## config.mk

```make
export PLATFORM = sky130hd
export DESIGN_NAME = heat_pump_relay_sequencer
export DESIGN_NICKNAME = d
export VERILOG_FILES = /design/src/hw/rtl/hprs_pkg.sv /design/src/hw/rtl/hprs_cfg_regs.sv /design/src/hw/rtl/hprs_core.sv /design/src/hw/rtl/heat_pump_relay_sequencer.sv
export SDC_FILE = /design/constraint.sdc
export NUM_CORES = 1
export LEC_CHECK = 0
export BUFFER_PORTS_ARGS = -buffer_cell sky130_fd_sc_hd__buf_2
export CORE_MARGIN = 5
export CORE_UTILIZATION = 65
export CTS_CLUSTER_DIAMETER = 60
export DETAILED_ROUTE_END_ITERATION = 6
export GPL_TIMING_DRIVEN = 0
export PLACE_DENSITY = 0.9
export SYNTH_ARGS = -nofsm -noshare
export SYNTH_HDL_FRONTEND = slang
export SYNTH_SLANG_ARGS = --single-unit
```

## constraint.sdc

```tcl
create_clock -name clk_i -period 13 [get_ports clk_i]
set_input_delay 1.3 -clock clk_i [delete_from_list [all_inputs] [get_ports clk_i]]
set_output_delay 1.3 -clock clk_i [all_outputs]
set_load 0.01 [all_outputs]
```

## src/hw/rtl/hprs_pkg.sv

```systemverilog
`default_nettype none

package hprs_pkg;

  localparam int RELAY_W    = 8;
  localparam int MODE_W     = 3;
  localparam int TEMP_W     = 16;
  localparam int CFG_IDX_W  = 2;
  localparam int CFG_DATA_W = 16;
  localparam int IN_DATA_W  = 24;
  localparam int SEC_W      = 32;

  // relay positions, zero based
  localparam int PUMP_POS = 0;
  localparam int HP_POS   = 1;

  typedef enum logic [MODE_W-1:0] {
    MODE_TICK     = 3'd0,
    MODE_HP_ON    = 3'd1,
    MODE_HP_OFF   = 3'd2,
    MODE_PUMP_ON  = 3'd3,
    MODE_PUMP_OFF = 3'd4
  } mode_e;

  typedef enum logic [1:0] {
    BKUP_NONE  = 2'd0,
    BKUP_SUPPL = 2'd1,
    BKUP_REPL  = 2'd2
  } bkup_mode_e;

  typedef enum logic [CFG_IDX_W-1:0] {
    CFG_BACKUP_MODE      = 2'd0,
    CFG_BACKUP_THRESHOLD = 2'd1,
    CFG_MIN_SWITCH       = 2'd2,
    CFG_BACKUP_RELAY     = 2'd3
  } cfg_idx_e;

  typedef struct packed {
    logic [1:0]               backup_mode;
    logic signed [TEMP_W-1:0] backup_threshold;
    logic [15:0]              min_switch_interval;
    logic [3:0]               backup_relay_index;
  } cfg_t;

endpackage

`default_nettype wire

```

## src/hw/rtl/hprs_cfg_regs.sv

```systemverilog
`default_nettype none

module hprs_cfg_regs (
  input  logic                             clk_i,
  input  logic                             rst_ni,
  input  logic                             cfg_valid_i,
  output logic                             cfg_ready_o,
  input  logic [hprs_pkg::CFG_IDX_W-1:0]   cfg_index_i,
  input  logic [hprs_pkg::CFG_DATA_W-1:0]  cfg_data_i,
  output hprs_pkg::cfg_t                   cfg_o
);
  import hprs_pkg::*;

  cfg_t cfg_q, cfg_d;

  assign cfg_ready_o = 1'b1;

  always_comb begin
    cfg_d = cfg_q;
    if (cfg_valid_i) begin
      case (cfg_idx_e'(cfg_index_i))
        CFG_BACKUP_MODE:      cfg_d.backup_mode         = cfg_data_i[1:0];
        CFG_BACKUP_THRESHOLD: cfg_d.backup_threshold    = cfg_data_i;
        CFG_MIN_SWITCH:       cfg_d.min_switch_interval = cfg_data_i;
        CFG_BACKUP_RELAY:     cfg_d.backup_relay_index  = cfg_data_i[3:0];
        default: ;
      endcase
    end
  end

  always_ff @(posedge clk_i or negedge rst_ni) begin
    if (!rst_ni) begin
      cfg_q.backup_mode         <= BKUP_NONE;
      cfg_q.backup_threshold    <= '0;
      cfg_q.min_switch_interval <= 16'd300;
      cfg_q.backup_relay_index  <= 4'd3;
    end else begin
      cfg_q <= cfg_d;
    end
  end

  assign cfg_o = cfg_q;

endmodule

`default_nettype wire

```

## src/hw/rtl/hprs_core.sv

```systemverilog
`default_nettype none

module hprs_core #(
  parameter int NUM_RELAYS = 8
) (
  input  logic                             clk_i,
  input  logic                             rst_ni,
  input  logic                             step_i,
  input  logic [hprs_pkg::MODE_W-1:0]      mode_i,
  input  logic [hprs_pkg::TEMP_W-1:0]      outdoor_temp_i,
  input  logic                             tariff_allows_backup_i,
  input  hprs_pkg::cfg_t                   cfg_i,
  output logic [hprs_pkg::RELAY_W-1:0]     relay_next_o
);
  import hprs_pkg::*;

  localparam logic [RELAY_W-1:0] RelayMask =
    RELAY_W'((9'd1 << NUM_RELAYS) - 9'd1);

  logic [SEC_W-1:0]   sec_q, sec_d;
  logic [SEC_W-1:0]   last_q, last_d;
  logic [RELAY_W-1:0] bits_q, bits_d;

  logic [RELAY_W-1:0] bkup_bit;
  logic               delay_ok;
  logic               hp_req;
  logic               hp_tgt;
  logic               hp_chg;
  logic               temp_above;

  always_comb begin
    if (cfg_i.backup_relay_index == 4'd0 || int'(cfg_i.backup_relay_index) > NUM_RELAYS) begin
      bkup_bit = '0;
    end else begin
      bkup_bit = RELAY_W'(9'd1 << (cfg_i.backup_relay_index - 4'd1));
    end
  end

  // elapsed time wraps with the counters
  assign delay_ok   = (sec_q - last_q) >= {16'd0, cfg_i.min_switch_interval};
  assign temp_above = $signed(outdoor_temp_i) > $signed(cfg_i.backup_threshold);

  // at most one heat pump request per item
  always_comb begin
    hp_req = 1'b0;
    hp_tgt = 1'b0;
    case (mode_e'(mode_i))
      MODE_HP_ON: begin
        case (bkup_mode_e'(cfg_i.backup_mode))
          BKUP_NONE, BKUP_SUPPL: begin
            hp_req = 1'b1;
            hp_tgt = 1'b1;
          end
          BKUP_REPL: begin
            hp_req = 1'b1;
            hp_tgt = !tariff_allows_backup_i;
          end
          default: ;
        endcase
      end
      MODE_HP_OFF: begin
        hp_req = 1'b1;
        hp_tgt = 1'b0;
      end
      default: ;
    endcase
  end

  assign hp_chg = hp_req && (bits_q[HP_POS] != hp_tgt) && delay_ok;

  always_comb begin
    sec_d  = sec_q;
    last_d = last_q;
    bits_d = bits_q;
    if (hp_chg) begin
      last_d         = sec_q;
      bits_d[HP_POS] = hp_tgt;
    end
    case (mode_e'(mode_i))
      MODE_TICK: sec_d = sec_q + 32'd1;
      MODE_HP_ON: begin
        case (bkup_mode_e'(cfg_i.backup_mode))
          BKUP_SUPPL: begin
            if (!temp_above && tariff_allows_backup_i) begin
              if (bits_d[HP_POS]) bits_d = bits_d | bkup_bit;
            end else begin
              bits_d = bits_d & ~bkup_bit;
            end
          end
          BKUP_REPL: begin
            if (tariff_allows_backup_i) begin
              if (!bits_d[HP_POS]) bits_d = bits_d | bkup_bit;
            end else begin
              bits_d = bits_d & ~bkup_bit;
            end
          end
          default: ;
        endcase
      end
      MODE_PUMP_ON: bits_d[PUMP_POS] = 1'b1;
      MODE_PUMP_OFF: begin
        if (!bits_q[HP_POS] && ((bits_q & bkup_bit) == '0)) bits_d[PUMP_POS] = 1'b0;
      end
      default: ;
    endcase
    bits_d = bits_d & RelayMask;
  end

  always_ff @(posedge clk_i or negedge rst_ni) begin
    if (!rst_ni) begin
      sec_q  <= '0;
      last_q <= '0;
      bits_q <= '0;
    end else if (step_i) begin
      sec_q  <= sec_d;
      last_q <= last_d;
      bits_q <= bits_d;
    end
  end

  assign relay_next_o = bits_d;

  // a restart of the delay always records the current time
  assert property (@(posedge clk_i) disable iff (!rst_ni)
    !$stable(last_q) |-> last_q == $past(sec_q))
    else $error("delay restarted with a wrong time");

  // the seconds counter only ever steps by one
  assert property (@(posedge clk_i) disable iff (!rst_ni)
    !$stable(sec_q) |-> sec_q == $past(sec_q) + 32'd1)
    else $error("seconds counter jumped");

endmodule

`default_nettype wire

```

## src/hw/rtl/heat_pump_relay_sequencer.sv

```systemverilog
// path: an accepted item is held in the input register, then goes through the
// relay logic into the result register
// throughput: one item per cycle; the stages stall only on m_axis_tready
// reset (rst_ni low, asynchronous): all relays off, seconds and last switch
// time zero, registers at their defaults, so the first heat pump change
// waits out the full switch interval
`default_nettype none

module heat_pump_relay_sequencer #(
  parameter int NUM_RELAYS = 8
) (
  input  logic                             clk_i,
  input  logic                             rst_ni,
  input  logic                             s_axis_tvalid,
  output logic                             s_axis_tready,
  // [15:0] outdoor_temp, [16] tariff_allows_backup, [23:17] zero
  input  logic [hprs_pkg::IN_DATA_W-1:0]   s_axis_tdata,
  // [2:0] mode
  input  logic [hprs_pkg::MODE_W-1:0]      s_axis_tuser,
  output logic                             m_axis_tvalid,
  input  logic                             m_axis_tready,
  // [7:0] relay_states
  output logic [hprs_pkg::RELAY_W-1:0]     m_axis_tdata,
  input  logic                             cfg_valid_i,
  output logic                             cfg_ready_o,
  input  logic [hprs_pkg::CFG_IDX_W-1:0]   cfg_index_i,
  input  logic [hprs_pkg::CFG_DATA_W-1:0]  cfg_data_i
);
  import hprs_pkg::*;

  cfg_t cfg;

  logic               in_valid_q;
  logic [MODE_W-1:0]  in_mode_q;
  logic [TEMP_W-1:0]  in_temp_q;
  logic               in_tariff_q;
  logic               out_valid_q;
  logic [RELAY_W-1:0] out_data_q;
  logic [RELAY_W-1:0] relay_next;
  logic               out_free;
  logic               adv;
  logic               in_acc;

  assign out_free      = !out_valid_q || m_axis_tready;
  assign adv           = in_valid_q && out_free;
  assign s_axis_tready = !in_valid_q || out_free;
  assign in_acc        = s_axis_tvalid && s_axis_tready;

  hprs_cfg_regs u_cfg (
    .clk_i       (clk_i),
    .rst_ni      (rst_ni),
    .cfg_valid_i (cfg_valid_i),
    .cfg_ready_o (cfg_ready_o),
    .cfg_index_i (cfg_index_i),
    .cfg_data_i  (cfg_data_i),
    .cfg_o       (cfg)
  );

  hprs_core #(
    .NUM_RELAYS (NUM_RELAYS)
  ) u_core (
    .clk_i                  (clk_i),
    .rst_ni                 (rst_ni),
    .step_i                 (adv),
    .mode_i                 (in_mode_q),
    .outdoor_temp_i         (in_temp_q),
    .tariff_allows_backup_i (in_tariff_q),
    .cfg_i                  (cfg),
    .relay_next_o           (relay_next)
  );

  always_ff @(posedge clk_i or negedge rst_ni) begin
    if (!rst_ni) begin
      in_valid_q <= 1'b0;
    end else if (in_acc) begin
      in_valid_q <= 1'b1;
    end else if (adv) begin
      in_valid_q <= 1'b0;
    end
  end

  always_ff @(posedge clk_i) begin
    if (in_acc) begin
      in_mode_q   <= s_axis_tuser;
      in_temp_q   <= s_axis_tdata[TEMP_W-1:0];
      in_tariff_q <= s_axis_tdata[TEMP_W];
    end
  end

  always_ff @(posedge clk_i or negedge rst_ni) begin
    if (!rst_ni) begin
      out_valid_q <= 1'b0;
    end else if (adv) begin
      out_valid_q <= 1'b1;
    end else if (m_axis_tready) begin
      out_valid_q <= 1'b0;
    end
  end

  always_ff @(posedge clk_i) begin
    if (adv) out_data_q <= relay_next;
  end

  assign m_axis_tvalid = out_valid_q;
  assign m_axis_tdata  = out_data_q;

  // a held item is not dropped while the result side is stalled
  assert property (@(posedge clk_i) disable iff (!rst_ni)
    in_valid_q && !out_free |=> in_valid_q && $stable(in_mode_q))
    else $error("stalled item lost");

  // every advance produces a result on the next cycle
  assert property (@(posedge clk_i) disable iff (!rst_ni)
    adv |=> out_valid_q)
    else $error("advanced item produced no result");

endmodule

`default_nettype wire

```

* Word-level counts from Yosys, hierarchy flattened *
Index checks and enable logic that the tools add are counted.

storage, ports and cells
  flip-flop bits (word level) = 140
  input port bits = 50

cells by class
  add/sub/neg operators = 3
  $lt $le $gt $ge = 3
  eq/ne operators = 10
  shifts and indexed selects = 1
  muxes and demuxes = 18
  bitwise operators = 4
  reduce and logical (&&, ||, !) cells = 29

operator list
  operator                 count
  $mux W8                  5
  $add A32 B1 Y32 const B  1
  $ge A32 B16 Y1           1
  $sub A32 B32 Y32         1
  $and A8 B8 Y8            2
  $gt A16 B16 Y1           1
  $pmux W8 S2              1
  $reduce_and A2 Y1        6
  $logic_not A8 Y1         1
  $mux W1                  8
  $not A8 Y8               1
  $or A8 B8 Y8             1
  $shl A1 B4 Y8 const A    1
  $mux W7                  1
  $eq A2 B2 Y1 const B     3
  $eq A3 B2 Y1 const B     2
  $logic_and A1 B1 Y1      6
  $logic_not A1 Y1         5
  $eq A2 B1 Y1 const B     2
  $gt A4 B4 Y1 const B     1
  $logic_not A2 Y1         2
  $logic_not A4 Y1         1
  $pmux W1 S2              2
  $reduce_bool A2 Y1       2
  other kinds (9)          11

* Depth between registers and ports, before layout *
  depth after elaboration = 13
  mapped depth = 24

* Hierarchy *
A second synthesis with hierarchy kept.

unflattened totals
  cell total of the unflattened synthesis = 972
  area, all modules = 9,207.6 um2

by module, submodules not included
  module                     instances  cells an instance  area an instance (um2)  seq. area each (um2)
  hprs_core                  1          852                6,710.2                 1,801.7
  hprs_cfg_regs              1          84                 1,552.7                 958.4
  heat_pump_relay_sequencer  1          36                 944.7                   890.9

* Least setup slack after synthesis *
No wires, ideal clock.

  path type = reg2reg
  start = register u_core.sec_q[0]
  end = register u_core.bits_q[1]
  library setup time = 125 ps
  arrival time = 5,422 ps
  data required time = 12,875 ps
  path slack = 7,453 ps
  cell stages (with the launch flop) = 24
  path through = dfrtp_1 > inv_1 > ha_1 > fa_1 > nor2b_1 > o2111ai_1 > nand2_1 > a21o_1 > a21o_1 > a31oi_1 > o21ai_0 > xor2_1 > ha_1 > a21oi_1 > nand2_1 > a211oi_1 > o211ai_1 > or4b_1 > or4_4 > a2111oi_4 > nand4_4 > mux2_4 > o31a_1 > mux2_4

on the way
  longest elaborated chain between the ends = 9
  elaborated cells on any way between the ends = 12
  those cells by class = 1 x add/sub; 1 x order compare; 7 x mux; 2 x bitwise; 1 x reduce/logical

RTL lines
  item                               RTL line                          RTL
  start: declaration                 hprs_core.sv:20                   logic [SEC_W-1:0] sec_q, sec_d;
  start signal: assignment           hprs_core.sv:111                  sec_q <= '0;
  start signal: assignment           hprs_core.sv:115                  sec_q <= sec_d;
  $sub A32 B32 Y32 (*)               hprs_core.sv:40                   assign delay_ok = (sec_q - last_q) >= {16'd0, cfg_i.min_switch_interval};
  $ge A32 B16 Y1 (*)                 hprs_core.sv:40
  $logic_and A1 B1 Y1 (*)            hprs_core.sv:69                   assign hp_chg = hp_req && (bits_q[HP_POS] != hp_tgt) && delay_ok;
  $mux W1 (*)                        hprs_core.sv:75                   if (hp_chg) begin
  $or A8 B8 Y8                       hprs_core.sv:85, hprs_core.sv:92
  $mux W8, on equally long branches  hprs_core.sv:92, hprs_core.sv:85
  $mux W8, on equally long branches  hprs_core.sv:91, hprs_core.sv:84
  $pmux W8 S2                        hprs_core.sv:82                   case (bkup_mode_e'(cfg_i.backup_mode))
  $mux W7 (*)                        hprs_core.sv:79                   case (mode_e'(mode_i))
  net relay_next[1]                  heat_pump_relay_sequencer.sv:39   logic [RELAY_W-1:0] relay_next;
  end signal: assignment             hprs_core.sv:117                  bits_q <= bits_d;
  end: declaration                   hprs_core.sv:22                   logic [RELAY_W-1:0] bits_q, bits_d;

Mark *: on every way through the listed nets, which the timed path passes. The rest lies on a longest branch.
A chain may end at the register's enable or synchronous reset.

* Final worst setup path *
  start = register u_core.sec_q[0]
  end = register u_core.last_q[6]

on the way
  longest elaborated chain between the ends = 4

RTL lines
  item                         RTL line          RTL
  $sub A32 B32 Y32             hprs_core.sv:40
  $ge A32 B16 Y1               hprs_core.sv:40
  $logic_and A1 B1 Y1          hprs_core.sv:69
  $reduce_and A2 Y1 (no line)  -
  end signal: assignment       hprs_core.sv:116  last_q <= last_d;
  end: declaration             hprs_core.sv:21   logic [SEC_W-1:0] last_q, last_d;

Every way passes these cells.

==> results.sh <==
export IMPL_drt_total_wl_um=22700
export IMPL_switchingPower_uw=727
export IMPL_cts_setup_buffers=0
export IMPL_coreArea_sq_mm=0.0139
export IMPL_diodes=0
export IMPL_syn_inst=965
export IMPL_synthTopCellsByArea="dfrtp_1 29%, ha_1 9.2%, edfxtp_1 9.1%, mux2_2 8.1%, a21oi_1 3.5%"
export IMPL_final_common_cell="dfrtp_1"
export IMPL_cp_slowest_stage_delay_ps=540
export IMPL_clk_path_buf_depth=2
export IMPL_syn_area_per_cell_sq_um=9.60
export IMPL_wire_per_inst_um=18.4
export IMPL_yosys_warnings=0
export IMPL_rsz0062_at_grt="no"
export IMPL_synthDistinctLibCells=76
export IMPL_leakage_uw=0.00493
export IMPL_whs_ps=507
export IMPL_crit_fanout=10
export IMPL_cts_hold_buf=0
export IMPL_power_density_mw_per_mm2=179
export IMPL_fin_cells=1230
export IMPL_fin_crit_ps=6750
export IMPL_endpoint_kind="flop"
export IMPL_p_seq_share_pct=29.1
export IMPL_die_x_um=129
export IMPL_maxCapViolCount=0
export IMPL_grt_max_degree=70
export IMPL_drive_gt1_share_pct=17.7
export IMPL_setup_viol=0
export IMPL_globalRouteTotalUtil_pct=28.0
export IMPL_cts_inserted_buffers=17
export IMPL_drt_iter0_markers=654
export IMPL_via_per_inst=6.24
export IMPL_ioPinCount=61
export IMPL_max_slew_margin_pct=27.2
export IMPL_cts_repair_resized=0
export IMPL_min_period_over_period_pct=51.9
export IMPL_fmax_mhz=148
export IMPL_place_gp_congestion=0.948
export IMPL_fin_nets=1156
export IMPL_synth_edf_count=28
export IMPL_hold_path_class="reg2reg"
export IMPL_synth_top_area_share_pct=28.6
export IMPL_synth_top_area_cell="dfrtp_1"
export IMPL_syn_nets=1084
export IMPL_clock_latency_ps=440
export IMPL_crit_slowest_cell="or4b_1"
export IMPL_final_cell_mix="106 x dfrtp_1, 79 x nand2_1, 75 x inv_1"
export IMPL_synthToLayoutAreaGrowth_pct=11.8
export IMPL_drtAntennaViolNets=0
export IMPL_h_tree_depth=4
export IMPL_power_uw=1850
export IMPL_status="finished clean"
export IMPL_worstPathRequired_ps=13320
export IMPL_clk_pin_slew_ps=60
export IMPL_grt_pass1_wl_um=37000
export IMPL_initial_utilization_pct=66.5
export IMPL_maxSlewViolCount=0
export IMPL_synth_seq_area_share_pct=39.4
export IMPL_synth_area_sq_mm=0.00927
export IMPL_dp_hpwl_um=16000
export IMPL_antenna_found_initial=0
export IMPL_row_count=43
export IMPL_switching_share_pct=39.2
export IMPL_die_y_um=129
export IMPL_vias=7678
export IMPL_hold_violations=0
export IMPL_crit_chain="inv_1 -> ha_1 -> fa_1 -> nor2b_1 -> o2111ai_1 -> nand2_1 -> a21o_1 -> a21o_1 -> a31oi_1 -> o21ai_0 -> xor2_1 -> ha_1 -> a21oi_1 -> nand2_1 -> a211oi_1 -> o211ai_1 -> or4b_1 -> or4_4 -> a2111oi_4 -> nand4_4 -> nand4_1 -> buf_2 -> mux2_2"
export IMPL_drcViolationCount=0
export IMPL_cts_sinks=140
export IMPL_start_kind="flop"
export IMPL_path_class="reg2reg"
export IMPL_ys_flop_type="dfrtp_1"
export IMPL_root_buffer="clkbuf_16"
export IMPL_portBuffers=52
export IMPL_grt_pass1_vias=7547
export IMPL_ir_worst_vdd_v=0.000158
export IMPL_p_int_uw=1130
export IMPL_cts_tree="done"
export IMPL_crit_buf_inv=2
export IMPL_grt_overflow=0
export IMPL_die_area_sq_mm=0.0167
export IMPL_dr_pass1_iters=5
export IMPL_clkPwrFrac_pct=25.9
export IMPL_cp_top_family="simple AND/OR/NAND/NOR gates"
export IMPL_clock_skew_ps=13.8
export IMPL_async_flop_share_pct=80.0
export IMPL_finalSetupTns_ps=0
export IMPL_placed_cells=1198
export IMPL_pwr_share_comb_pct=45.0
export IMPL_synth_seq_cells=140
export IMPL_tightestPinTransition_ps=1080
export IMPL_arrival_ps=7080
[power groups by stage]
| stage | logic, uW | clock network (uW) | registers [uW] |
|---|---|---|---|
| 2_1_floorplan | 606 | 0 | 531 |
| 3_3_place_gp | 751 | 0 | 538 |
| 6_report | 834 | 480 | 538 |
| 5_1_grt | 905 | 506 | 543 |
| 3_5_place_dp | 789 | 0 | 541 |
| 4_1_cts | 815 | 483 | 536 |
[flip-flops by register name, summed over array words and instances, names as in the netlist, 3 cells and up]
signal         flops
u_cfg.cfg_o       38
u_core.last_q     32
u_core.sec_q      32
in_temp_q         16
m_axis_tdata       8
u_core.bits_q      8
in_mode_q          3
[per-stage QoR]
step / cell area [sq um] / utilization [%] / setup slack, ps
2_1_floorplan: 9270 / - / 7450
3_3_place_gp: 9750 / 70.0 / 6670
3_5_place_dp: 9780 / 70.2 / 6560
4_1_cts: 10400 / 74.3 / 6370
5_1_grt: 10400 / 74.4 / 6040
6_report: 10400 / 74.4 / 6250
[Yosys cell counts (5+ instances only)]
cell type,n
a211oi_1,11
buf_2,9
a21o_1,12
mux2_2,67
edfxtp_1,28
nor4_1,8
xor2_1,18
o211a_1,5
inv_1,75
nand4_1,27
nand3b_1,8
mux2i_1,7
and2_1,11
nand2_1,79
xnor2_1,34
nor2_1,51
o211ai_1,9
clkbuf_1,24
dfstp_2,6
a221oi_1,6
ha_1,68
o21a_1,7
dfrtp_1,106
nand2b_1,20
nor2b_1,9
nand3_1,27
a31oi_1,10
o21ai_0,58
nor3_1,8
and3_1,15
a21oi_1,65
[layout make-up]
class | count | area (sq um)
plain buffers | 38 | 178
clock buffers | 17 | 425
clock inverters | 15 | 150
fillers | 933 | 3570
inverters | 76 | 285
multi-input cells | 711 | 5160
flip-flops and latches | 140 | 3650
well taps | 180 | 225
repair buffers | 53 | 290
[layer usage]
| layer | vias to the layer above | share of wire [%] | track usage [%] |
|---|---|---|---|
| met4 | 0 | 2.5 | 9.82 |
| met5 | - | 0 | 0 |
| li1 | 3635 | - | - |
| met1 | 3685 | 42 | 35.0 |
| met3 | 62 | 5.4 | 5.77 |
| met2 | 296 | 50 | 48.3 |
[cell families after synthesis]
logic type	after synthesis	synth area share, %
AND/OR/NAND/NOR	287	16.1
buffers and inverters	114	5.00
multiplexers	76	9.22
AO/OA/AOI/OAI	226	15.9
XOR/XNOR	52	4.91
other	1	0.0405
adder cells (fa/ha/maj)	69	9.40
flip-flops	140	39.4
[worst paths after layout]
check / startpoint / endpoint / slack, ps / cells after the start
min: u_core.last_q[14] / u_core.last_q[14] / 510 / 1
min reg2reg: u_core.last_q[14] / u_core.last_q[14] / 510 / 1
max in group asynchronous: rst_ni / u_cfg.cfg_o[7] / 11360 / 2
min in group asynchronous: rst_ni / u_core.sec_q[16] / 860 / 1
max: u_core.sec_q[0] / u_core.last_q[6] / 6250 / 23
max reg2reg: u_core.sec_q[0] / u_core.last_q[6] / 6250 / 23
[worst reg2reg max path, stage by stage (launching register included)]
cell and delay [ps]:
dfrtp_1 480, inv_1 140, ha_1 240, fa_1 410
nor2b_1 200, o2111ai_1 220, nand2_1 190, a21o_1 140
a21o_1 160, a31oi_1 140, o21ai_0 230, xor2_1 250
ha_1 320, a21oi_1 160, nand2_1 60, a211oi_1 300
o211ai_1 180, or4b_1 540, or4_4 500, a2111oi_4 400
nand4_4 220, nand4_1 390, buf_2 360, mux2_2 370
No activity file was read; power rests on OpenSTA's default activity.
